## config.mk

```make
export PLATFORM = sky130hd
export DESIGN_NAME = caof_cell
export DESIGN_NICKNAME = d
export VERILOG_FILES = /design/src/sv/caof_pkg.sv /design/src/sv/caof_cell.sv
export SDC_FILE = /design/constraint.sdc
export NUM_CORES = 2
export LEC_CHECK = 0
export BUFFER_PORTS_ARGS = -buffer_cell sky130_fd_sc_hd__buf_2
export CORE_UTILIZATION = 45
export DETAILED_ROUTE_END_ITERATION = 6
export GPL_ROUTABILITY_DRIVEN = 0
export HOLD_SLACK_MARGIN = 0.03
export MAX_ROUTING_LAYER = met4
export SLEW_MARGIN = 30
export SYNTH_ARGS = -nofsm -noshare
export SYNTH_HDL_FRONTEND = slang
export SYNTH_SLANG_ARGS = --single-unit
```

## constraint.sdc

```tcl
create_clock -name clk -period 14.2 [get_ports clk]
set_input_delay 1.42 -clock clk [delete_from_list [all_inputs] [get_ports clk]]
set_output_delay 1.42 -clock clk [all_outputs]
set_load 0.02 [all_outputs]
```

## src/sv/caof_pkg.sv

```systemverilog
// ----------------------------------------------------------------------------
// caof_pkg
// Shared types and constants of the cascaded sparse-lag operator filter.
// ----------------------------------------------------------------------------
package caof_pkg;

	// fixed field widths
	localparam int SAMPLE_W = 32;
	localparam int COEF_W   = 16;
	localparam int LAG_W    = 6;
	localparam int BOUND_W  = 4;
	localparam int NUM_BOUNDS = 5;
	localparam int REG_TERMS  = 8;
	localparam int FRAC_SHIFT = 14;
	localparam int ACC_W    = 40;
	localparam int PROD_W   = SAMPLE_W + COEF_W;
	localparam int CFG_IDX_W  = 3;
	localparam int CFG_DATA_W = 64;
	localparam int INDEX_W  = 16;

	// parameter defaults
	localparam int DEF_MAX_OPERATORS = 4;
	localparam int DEF_MAX_TERMS     = 8;
	localparam int DEF_MAX_LAG       = 32;

	// configuration register indexes
	localparam logic [CFG_IDX_W-1:0] REG_FIRST_OP  = 3'd0;
	localparam logic [CFG_IDX_W-1:0] REG_LAST_OP   = 3'd1;
	localparam logic [CFG_IDX_W-1:0] REG_BOUNDS    = 3'd2;
	localparam logic [CFG_IDX_W-1:0] REG_LAGS      = 3'd3;
	localparam logic [CFG_IDX_W-1:0] REG_COEFS_LO  = 3'd4;
	localparam logic [CFG_IDX_W-1:0] REG_COEFS_HI  = 3'd5;

	localparam logic [19:0] BOUNDS_RESET = 20'h11111;

	// cell sequencer states
	typedef enum logic [2:0] {
		C_IDLE,
		C_SCAN,
		C_MUL,
		C_ACC,
		C_DONE,
		C_PASS
	} cell_state_t;

	// input word
	typedef struct packed {
		logic signed [SAMPLE_W-1:0] sample;
		logic                       first;
	} smp_word_t;

	// result word
	typedef struct packed {
		logic signed [SAMPLE_W-1:0] value;
		logic [INDEX_W-1:0]         out_index;
		logic                       saturated;
	} res_word_t;

endpackage

```

## src/sv/caof_cell.sv

```systemverilog
// ----------------------------------------------------------------------------
// caof_cell
// One operator of the cascade: delay ring, fill count and a term sequencer
// that walks the operator's terms with one multiply per term.
// ----------------------------------------------------------------------------
module caof_cell #(
	parameter int MAX_TERMS = caof_pkg::DEF_MAX_TERMS,
	parameter int MAX_LAG   = caof_pkg::DEF_MAX_LAG
) (
	input  logic                                  clk,
	input  logic                                  arst_n,
	input  logic                                  en,
	input  logic [caof_pkg::BOUND_W-1:0]          bnd_lo,
	input  logic [caof_pkg::BOUND_W-1:0]          bnd_hi,
	input  logic [caof_pkg::REG_TERMS*caof_pkg::LAG_W-1:0]  term_lags,
	input  logic [caof_pkg::REG_TERMS*caof_pkg::COEF_W-1:0] coefs,
	input  logic                                  clr,
	input  logic                                  go,
	input  logic signed [caof_pkg::SAMPLE_W-1:0]  x_in,
	input  logic                                  sat_in,
	output logic                                  out_go,
	output logic signed [caof_pkg::SAMPLE_W-1:0]  out_x,
	output logic                                  out_sat,
	output logic                                  drop,
	output logic                                  active
);

	localparam int AW  = (MAX_LAG > 1) ? $clog2(MAX_LAG) : 1;
	localparam int FW  = $clog2(MAX_LAG + 1);
	localparam int TW  = $clog2(MAX_TERMS + 1);
	localparam int TIW = (MAX_TERMS > 1) ? $clog2(MAX_TERMS) : 1;
	localparam logic signed [caof_pkg::ACC_W-1:0] SAT_HI =
		caof_pkg::ACC_W'((64'sd1 <<< (caof_pkg::SAMPLE_W - 1)) - 64'sd1);
	localparam logic signed [caof_pkg::ACC_W-1:0] SAT_LO = -SAT_HI - 1;

	caof_pkg::cell_state_t state_q, state_d;

	logic [caof_pkg::SAMPLE_W-1:0]        ring_q [MAX_LAG];
	logic [AW-1:0]                        wr_q;
	logic [FW-1:0]                        fill_q;
	logic [FW-1:0]                        fill_now;
	logic [TW-1:0]                        t_q;
	logic signed [caof_pkg::SAMPLE_W-1:0] x_q;
	logic signed [caof_pkg::SAMPLE_W-1:0] rd_q;
	logic signed [caof_pkg::PROD_W-1:0]   prod_q;
	logic signed [caof_pkg::ACC_W-1:0]    acc_q;
	logic                                 sat_q;
	logic                                 emit_q;

	logic [MAX_TERMS-1:0]                 mask;
	logic [FW-1:0]                        lag_c [MAX_TERMS];
	logic [FW-1:0]                        mx;
	logic [TIW-1:0]                       ti;
	logic [FW-1:0]                        cur_lag;
	logic signed [caof_pkg::COEF_W-1:0]   cur_coef;
	logic [7:0]                           rd_sum;
	logic [AW-1:0]                        rd_addr;
	logic signed [caof_pkg::SAMPLE_W-1:0] past;
	logic                                 clip_hi;
	logic                                 clip_lo;

	// term membership, clamped lags and the largest lag
	always_comb begin
		logic [caof_pkg::LAG_W-1:0] raw;
		logic [caof_pkg::BOUND_W-1:0] tnum;
		mx = '0;
		for (int i = 0; i < MAX_TERMS; i++) begin
			tnum = caof_pkg::BOUND_W'(i + 1);
			raw = term_lags[i*caof_pkg::LAG_W +: caof_pkg::LAG_W];
			mask[i] = (tnum >= bnd_lo) && (tnum < bnd_hi);
			lag_c[i] = (raw > caof_pkg::LAG_W'(MAX_LAG)) ? FW'(MAX_LAG) : FW'(raw);
			if (mask[i] && (lag_c[i] > mx)) begin
				mx = lag_c[i];
			end
		end
	end

	// current term selection and ring read address
	assign ti       = t_q[TIW-1:0];
	assign cur_lag  = lag_c[ti];
	assign cur_coef = coefs[32'(ti)*caof_pkg::COEF_W +: caof_pkg::COEF_W];
	assign rd_sum   = (8'(wr_q) >= 8'(cur_lag)) ? (8'(wr_q) - 8'(cur_lag))
		: (8'(wr_q) + 8'(MAX_LAG) - 8'(cur_lag));
	assign rd_addr  = rd_sum[AW-1:0];
	assign fill_now = clr ? '0 : fill_q;
	assign past     = (cur_lag == '0) ? x_q : rd_q;
	assign clip_hi  = acc_q > SAT_HI;
	assign clip_lo  = acc_q < SAT_LO;

	// state register
	always_ff @(posedge clk or negedge arst_n) begin
		if (!arst_n) begin
			state_q <= caof_pkg::C_IDLE;
		end else begin
			state_q <= state_d;
		end
	end

	// next state and handoff outputs
	always_comb begin
		state_d = state_q;
		out_go  = 1'b0;
		drop    = 1'b0;
		out_x   = x_q;
		out_sat = sat_q;
		case (state_q)
			caof_pkg::C_IDLE: begin
				if (go) begin
					if (!en) begin
						state_d = caof_pkg::C_PASS;
					end else if (fill_now < mx) begin
						state_d = caof_pkg::C_DONE;
					end else begin
						state_d = caof_pkg::C_SCAN;
					end
				end
			end
			caof_pkg::C_SCAN: begin
				if (t_q == TW'(MAX_TERMS)) begin
					state_d = caof_pkg::C_DONE;
				end else if (mask[ti]) begin
					state_d = caof_pkg::C_MUL;
				end
			end
			caof_pkg::C_MUL: state_d = caof_pkg::C_ACC;
			caof_pkg::C_ACC: state_d = caof_pkg::C_SCAN;
			caof_pkg::C_DONE: begin
				state_d = caof_pkg::C_IDLE;
				out_go  = emit_q;
				drop    = !emit_q;
				out_sat = sat_q | clip_hi | clip_lo;
				out_x   = clip_hi ? SAT_HI[caof_pkg::SAMPLE_W-1:0]
					: clip_lo ? SAT_LO[caof_pkg::SAMPLE_W-1:0]
					: acc_q[caof_pkg::SAMPLE_W-1:0];
			end
			caof_pkg::C_PASS: begin
				state_d = caof_pkg::C_IDLE;
				out_go  = 1'b1;
			end
			default: state_d = caof_pkg::C_IDLE;
		endcase
	end

	assign active = (state_q != caof_pkg::C_IDLE);

	// fill count and write pointer
	always_ff @(posedge clk or negedge arst_n) begin
		if (!arst_n) begin
			fill_q <= '0;
			wr_q   <= '0;
		end else if (state_q == caof_pkg::C_DONE) begin
			wr_q <= (wr_q == AW'(MAX_LAG - 1)) ? '0 : wr_q + 1'b1;
			if (fill_q < FW'(MAX_LAG)) begin
				fill_q <= fill_q + 1'b1;
			end
		end else if (clr) begin
			fill_q <= '0;
		end
	end

	// delay ring
	always_ff @(posedge clk) begin
		if (state_q == caof_pkg::C_DONE) begin
			ring_q[wr_q] <= x_q;
		end
		if (state_q == caof_pkg::C_SCAN) begin
			rd_q <= ring_q[rd_addr];
		end
	end

	// datapath: term walk, multiply, accumulate
	always_ff @(posedge clk) begin
		case (state_q)
			caof_pkg::C_IDLE: begin
				if (go) begin
					x_q    <= x_in;
					sat_q  <= sat_in;
					acc_q  <= caof_pkg::ACC_W'(x_in);
					t_q    <= '0;
					emit_q <= (fill_now >= mx);
				end
			end
			caof_pkg::C_SCAN: begin
				if ((t_q != TW'(MAX_TERMS)) && !mask[ti]) begin
					t_q <= t_q + 1'b1;
				end
			end
			caof_pkg::C_MUL: prod_q <= past * cur_coef;
			caof_pkg::C_ACC: begin
				acc_q <= acc_q - caof_pkg::ACC_W'(prod_q >>> caof_pkg::FRAC_SHIFT);
				t_q   <= t_q + 1'b1;
			end
			default: ;
		endcase
	end

endmodule

```

=== Word level (Yosys, flattened, before mapping) ===
Memory sizes are Yosys's and may differ from the RTL's. A register that Yosys moved wholly into a read port is not among the register bits.
Index checks and enable logic that the tools add are counted.

* Add/sub/neg operators: 7
* $mul: 1
* $lt $le $gt $ge: 40
* Equal/unequal tests: 12
* Shift-type cells: 1
* Mux-type cells: 46
* Bitwise operators: 3
* Reduce and logical (&&, ||, !) cells: 28

{| class="wikitable"
|+ Operators by type and width
! cell !! count
|-
| $mux 32 || 4
|-
| $shiftx 128x8->16 || 1
|-
| $mux 6 || 21
|-
| $pmux 40 s2 || 1
|-
| $gt 6x6->1 const B || 8
|-
| $mul 32x16->48 || 1
|-
| $gt 6x6->1 || 7
|-
| $gt 40x32->1 const B || 1
|-
| $lt 40x32->1 const B || 1
|-
| $mux 40 || 1
|-
| $sub 40x34->40 || 1
|-
| $bmux 6 s3 || 1
|-
| $logic_and 1x1->1 || 17
|-
| $ge 3x4->1 const A || 4
|-
| $lt 3x4->1 const A || 4
|-
| $mux 3 || 5
|-
| $pmux 3 s4 || 1
|-
| $pmux 4 s3 || 1
|-
| $add 5x1->5 const B || 2
|-
| $mux 5 || 2
|-
| $sub 5x5->5 || 2
|-
| $ge 2x4->1 const A || 2
|-
| $lt 2x4->1 const A || 2
|-
| $mux 4 || 2
|-
| 34 further kinds || 46
|}

* Flip-flop bits (word level): 140
* Bits in writable memories: 1024
* Input port bits: 222
* Output and inout port bits: 36
* Logic and storage cells: 148
* Memories kept: 1

{| class="wikitable"
|+ Memories
! name !! depth !! bits a word !! read ports !! clocked after Yosys merged registers in !! write ports !! line !! text
|-
| ring_q || 32 || 32 || 1 || 1 || 1 || caof_cell.sv:38 || <nowiki>logic [caof_pkg::SAMPLE_W-1:0] ring_q [MAX_LAG];</nowiki>
|}

=== Longest topological paths before layout ===
* Depth after elaboration: 31
* Mapped depth: 81
* Depth with buffers taken out: 74

=== Worst setup path before layout ===
Ideal clock, no wire load.

* Path type: input port to flip-flop
* Start: input port bnd_lo[3] (netlist name)
* End: register state_q[0]
* Library setup time: 0.127 ns
* Arrival: 14.214 ns
* Data required time: 14.073 ns
* Slack: -0.141 ns
* Stages on the path: 71
* Path buffers: 7
* Cell sequence: clkbuf_1 or4_1 nor2_1 nand2_1 ha_1 nand3b_1 a21o_1 a211oi_2 buf_6 nor2_1 a21oi_1 ha_1 a21o_1 a31oi_1 o21ai_0 a31oi_2 or2_1 buf_2 (+35 left out) nor2_4 mux2i_1 ha_1 a21o_1 a21o_1 a221oi_1 a311o_1 buf_1 clkbuf_1 o2bb2ai_1 a211o_1 ha_1 a21o_1 a21o_1 a211oi_1 nand2_1 a31oi_1 a21oi_1

* Longest elaborated chain between the ends: 30
* Elaborated cells on any way between the ends: 48
* Those cells by class: order compare: 16; eq/ne: 1; mux: 14; reduce/logical: 17

{| class="wikitable"
|+ RTL lines
! element !! line !! text
|-
| start, declared || caof_cell.sv:13 || <nowiki>input logic [caof_pkg::BOUND_W-1:0] bnd_lo,</nowiki>
|-
| $ge 1x4->1 || caof_cell.sv:70 || <nowiki>mask[i] = (tnum >= bnd_lo) && (tnum < bnd_hi);</nowiki>
|-
| $logic_and 1x1->1 || caof_cell.sv:70 ||
|-
| $logic_and 1x1->1 || caof_cell.sv:72 || <nowiki>if (mask[i] && (lag_c[i] > mx)) begin</nowiki>
|-
| $mux 6 || caof_cell.sv:72 ||
|-
| $gt 6x6->1 || caof_cell.sv:72 ||
|-
| $logic_and 1x1->1 || caof_cell.sv:72 ||
|-
| $mux 6 || caof_cell.sv:72 ||
|-
| $gt 6x6->1 || caof_cell.sv:72 ||
|-
| (+14 left out) || - ||
|-
| $gt 6x6->1 || caof_cell.sv:72 ||
|-
| $logic_and 1x1->1 || caof_cell.sv:72 ||
|-
| $mux 6 || caof_cell.sv:72 ||
|-
| $lt 6x6->1 || caof_cell.sv:111 || <nowiki>end else if (fill_now < mx) begin</nowiki>
|-
| $mux 3 || caof_cell.sv:111 ||
|-
| $mux 3 || caof_cell.sv:109 || <nowiki>if (!en) begin</nowiki>
|-
| $mux 3 || caof_cell.sv:108 || <nowiki>if (go) begin</nowiki>
|-
| $pmux 3 s4 || caof_cell.sv:106 || <nowiki>case (state_q)</nowiki>
|-
| end signal, assigned || caof_cell.sv:93 || <nowiki>state_q <= caof_pkg::C_IDLE;</nowiki>
|-
| end signal, assigned || caof_cell.sv:95 || <nowiki>state_q <= state_d;</nowiki>
|-
| end, declared || caof_cell.sv:36 || <nowiki>caof_pkg::cell_state_t state_q, state_d;</nowiki>
|}

Parallel ways exist; a longest one is shown, timed or not. The select of a mux whose other input is x is not followed.
A chain may end at the register's enable or synchronous reset.

=== Worst setup path after layout ===
* Start: input port bnd_lo[1] (netlist name)
* End: register state_q[0]

Same word-level chain as after synthesis.

==> results.cfg <==
[timing]
worstMarginPinSlew_ps = 1108
whs_ps = 498.7
fin_ws_ps = 758.2
max_freq_mhz = 74.39
period_needed_ps = 13440
finalClockSkew_ps = 81.79
fin_crit_sh_pct = 94.66
hold_violations = 0
report.final.slew_viol_count = 0
max_slew_margin_pct = 25.38
final-setup-viol-count = 0

[clocking]
clockBufferDepth = 3
cts_buffers = 120
cts.sinks = 1182
cts_hold_buffers = 0
cts-htree-levels = 3
clk_latency_ps = 730
cts_tree = done
clkTransAtPathRegs_ps = 60
cts_root_buf = clkbuf_16

[worst_setup_path]
crit_top_cell = ha_1
cp.required_ps = 14810
max_stage_delay_ps = 610
crit_path_max_fanout = 12
path_class = in -> reg
arrival_ps = 14050
endpoint_kind = flop
critPathSlowestCell = or4_1
startpoint_type = primary input

[cells_and_area]
fin_nets = 6237
multi_input_area_sq_um = 30060
regArea_sq_um = 35420
fin_area_sq_um = 76360
area_growth_pct = 12.22
fill_cells = 12800
layout-drive-gt1-share_pct = 18.52

[grt]
antenna_found_initial = 8
gr-total-overflow = 0
grt_max_degree = 131
grt_first_pass_wirelength_um = 285700
grtUsageTotal_pct = 26.21
grt_pass1_vias = 43730

[routing]
ant_nets = 0
num_vias = 42620
drc = 0
drt-total-wl_um = 192100
wl_per_cell_um = 25.80
first_pass_iters = 6
drtIter0Drc = 4874
via_per_inst = 5.722

[floorplanning]
die_h_um = 390.9
io_pins = 258
start_util_pct = 45.38
rows = 142
die_w_um = 390.9
die_area_sq_um = 152800
core_sq_um = 150000

[synthesis]
avgSynthCellArea_sq_um = 13.51
synth_top_family_by_area = adder cells
synth_xor_area_share_pct = 0.9139
syn_nets = 5944
synth_edf_count = 1168
synth_ff_type = edfxtp_1
synth-simple-area-share_pct = 9.249
synth_compound_gate_area_share_pct = 3.891
synthMuxAreaShare_pct = 11.36
syn-cell-area_sq_um = 68050
synth_cell_types = 84
synth-seq-area-share_pct = 52.06
async_reset_ff_share_pct = 1.184
yosys_warnings = 0
synth_adder_area_share_pct = 18.02
syn_inst = 5035
ys_ff_latch = 1182

[placed_design]
io_buffer_count = 257
dpl_cell_area_sq_um = 72550
dp_worst_setup_slack_ps = -442.2
hpwl_um = 122700

[run_status]
outcome = finished, final reports clean

[run]
maxCapViolations = 0

[min_path]
hold_path_class = reg -> reg
==> per-stage QoR <==
step	instances	setup TNS [ps]	util, %
global route	7446	-221.6	50.92
CTS	7440	0	50.84
floorplan	5035	0	-
detailed placement	7219	-1285	48.38
finish	7448	0	50.92
global placement	7214	-431.4	48.34
==> worst max-delay path: cells and delay by family <==
kind | cells | cell delay [ps]
AOI/OAI and AO/OA | 29 | 5690
and+or+nand+nor | 21 | 3320
adders and majority gates | 9 | 2710
buffers and inverters | 5 | 610
muxes | 2 | 280
==> synth_stat cells (5+ instances only) <==
| library cell | instances | area share (%) |
|---|---|---|
| nand4_1 | 11 | 0.10 |
| mux2_2 | 37 | 0.61 |
| edfxtp_1 | 1168 | 52 |
| a21oi_1 | 112 | 0.82 |
| xor2_1 | 22 | 0.28 |
| and2_1 | 12 | 0.11 |
| fa_1 | 487 | 14 |
| nand3b_1 | 9 | 0.099 |
| a211oi_1 | 5 | 0.055 |
| a31oi_1 | 14 | 0.13 |
| o31ai_1 | 9 | 0.099 |
| buf_6 | 5 | 0.083 |
| nand2b_1 | 36 | 0.33 |
| xnor2_1 | 49 | 0.63 |
| a21o_1 | 29 | 0.32 |
| and3_1 | 9 | 0.083 |
| or2_2 | 7 | 0.064 |
| nor2b_1 | 55 | 0.51 |
| clkbuf_1 | 189 | 1.0 |
| ha_1 | 200 | 3.7 |
| nor3b_1 | 5 | 0.055 |
| o21ai_1 | 5 | 0.037 |
| inv_1 | 568 | 3.1 |
| mux2i_1 | 52 | 0.76 |
| o21a_1 | 14 | 0.15 |
| nor3_1 | 32 | 0.24 |
| dfrtp_1 | 14 | 0.51 |
| nand2_1 | 792 | 4.4 |
| o21ai_0 | 165 | 1.2 |
| or3_1 | 16 | 0.15 |
| buf_1 | 40 | 0.22 |
| nor2_1 | 274 | 1.5 |
| nand3_1 | 192 | 1.4 |
| a211o_1 | 11 | 0.14 |
| mux4_2 | 301 | 10 |
==> layer usage <==
layer	wire (um)	global-route usage [%]	vias up
met3	17130	3.870	271
met5	0	-	-
met1	80250	36.75	22060
met4	5616	7.551	0
li1	-	-	18340
met2	89140	39.95	1948
==> worst paths after layout <==
check / cells past startpoint / to / startpoint / slack (ps)
worst max-delay path: 66 / state_q[0]$_DFFE_PN0P_ / bnd_lo[1] / 760
worst min-delay path: 1 / fill_q[4]$_DFFE_PN0P_ / fill_q[4]$_DFFE_PN0P_ / 500
worst max register to register: 35 / prod_q[47]$_DFFE_PP_ / t_q[0]$_SDFFCE_PN0P_ / 2260
worst min register to register: 1 / fill_q[4]$_DFFE_PN0P_ / fill_q[4]$_DFFE_PN0P_ / 500
max in group asynchronous: 1 / wr_q[3]$_DFFE_PN0P_ / arst_n / 13240
min in group asynchronous: 1 / state_q[1]$_DFFE_PN0P_ / arst_n / 630
==> kinds of logic after synthesis <==
| group | after synthesis |
|---|---|
| multiplexers | 391 |
| flip-flops | 1182 |
| AND/OR/NAND/NOR | 1469 |
| adder cells (fa/ha/maj) | 688 |
| XOR/XNOR | 71 |
| buffers and inverters | 806 |
| AO/OA/AOI/OAI | 428 |
==> sequential cells by signal (all words and copies together) (netlist names) <==
register,cells
rd_q,32
emit_q,1
wr_q,5
ring_q,1024
acc_q,40
sat_q,1
fill_q,6
t_q,4
prod_q,34
x_q,32
state_q,3
==> layout by cell type, fill, tap and decap left out, types with 36 or more instances in the layout <==
cell,instances
a21oi_1,109
buf_2,257
buf_4,138
clkbuf_16,120
edfxtp_1,1168
fa_1,486
ha_1,198
inv_1,567
mux2_2,37
mux2i_1,44
mux4_2,301
nand2_1,790
nand3_1,192
nor2_1,239
nor2_4,36
nor2b_1,53
o21ai_0,156
xnor2_1,46
==> repair_timing <==
action                                  in CTS  in global routing
endpoints found under the setup margin       0                  3
buffers inserted                             0                  2
gates resized for setup                      0                 24
==> final cells by class <==
type	instances	share of cell area [%]
Tap cell	2016	3.303
Sequential cell	1182	46.39
Timing Repair Buffer	408	3.295
Inverter	569	2.797
Multi-Input combinational cell	3047	39.37
Antenna cell	5	0.01639
Clock buffer	147	4.065
Clock inverter	74	0.7652
Power is not shown: default switching activity piles up to over one toggle a cycle in this logic, so the estimate is an artifact.
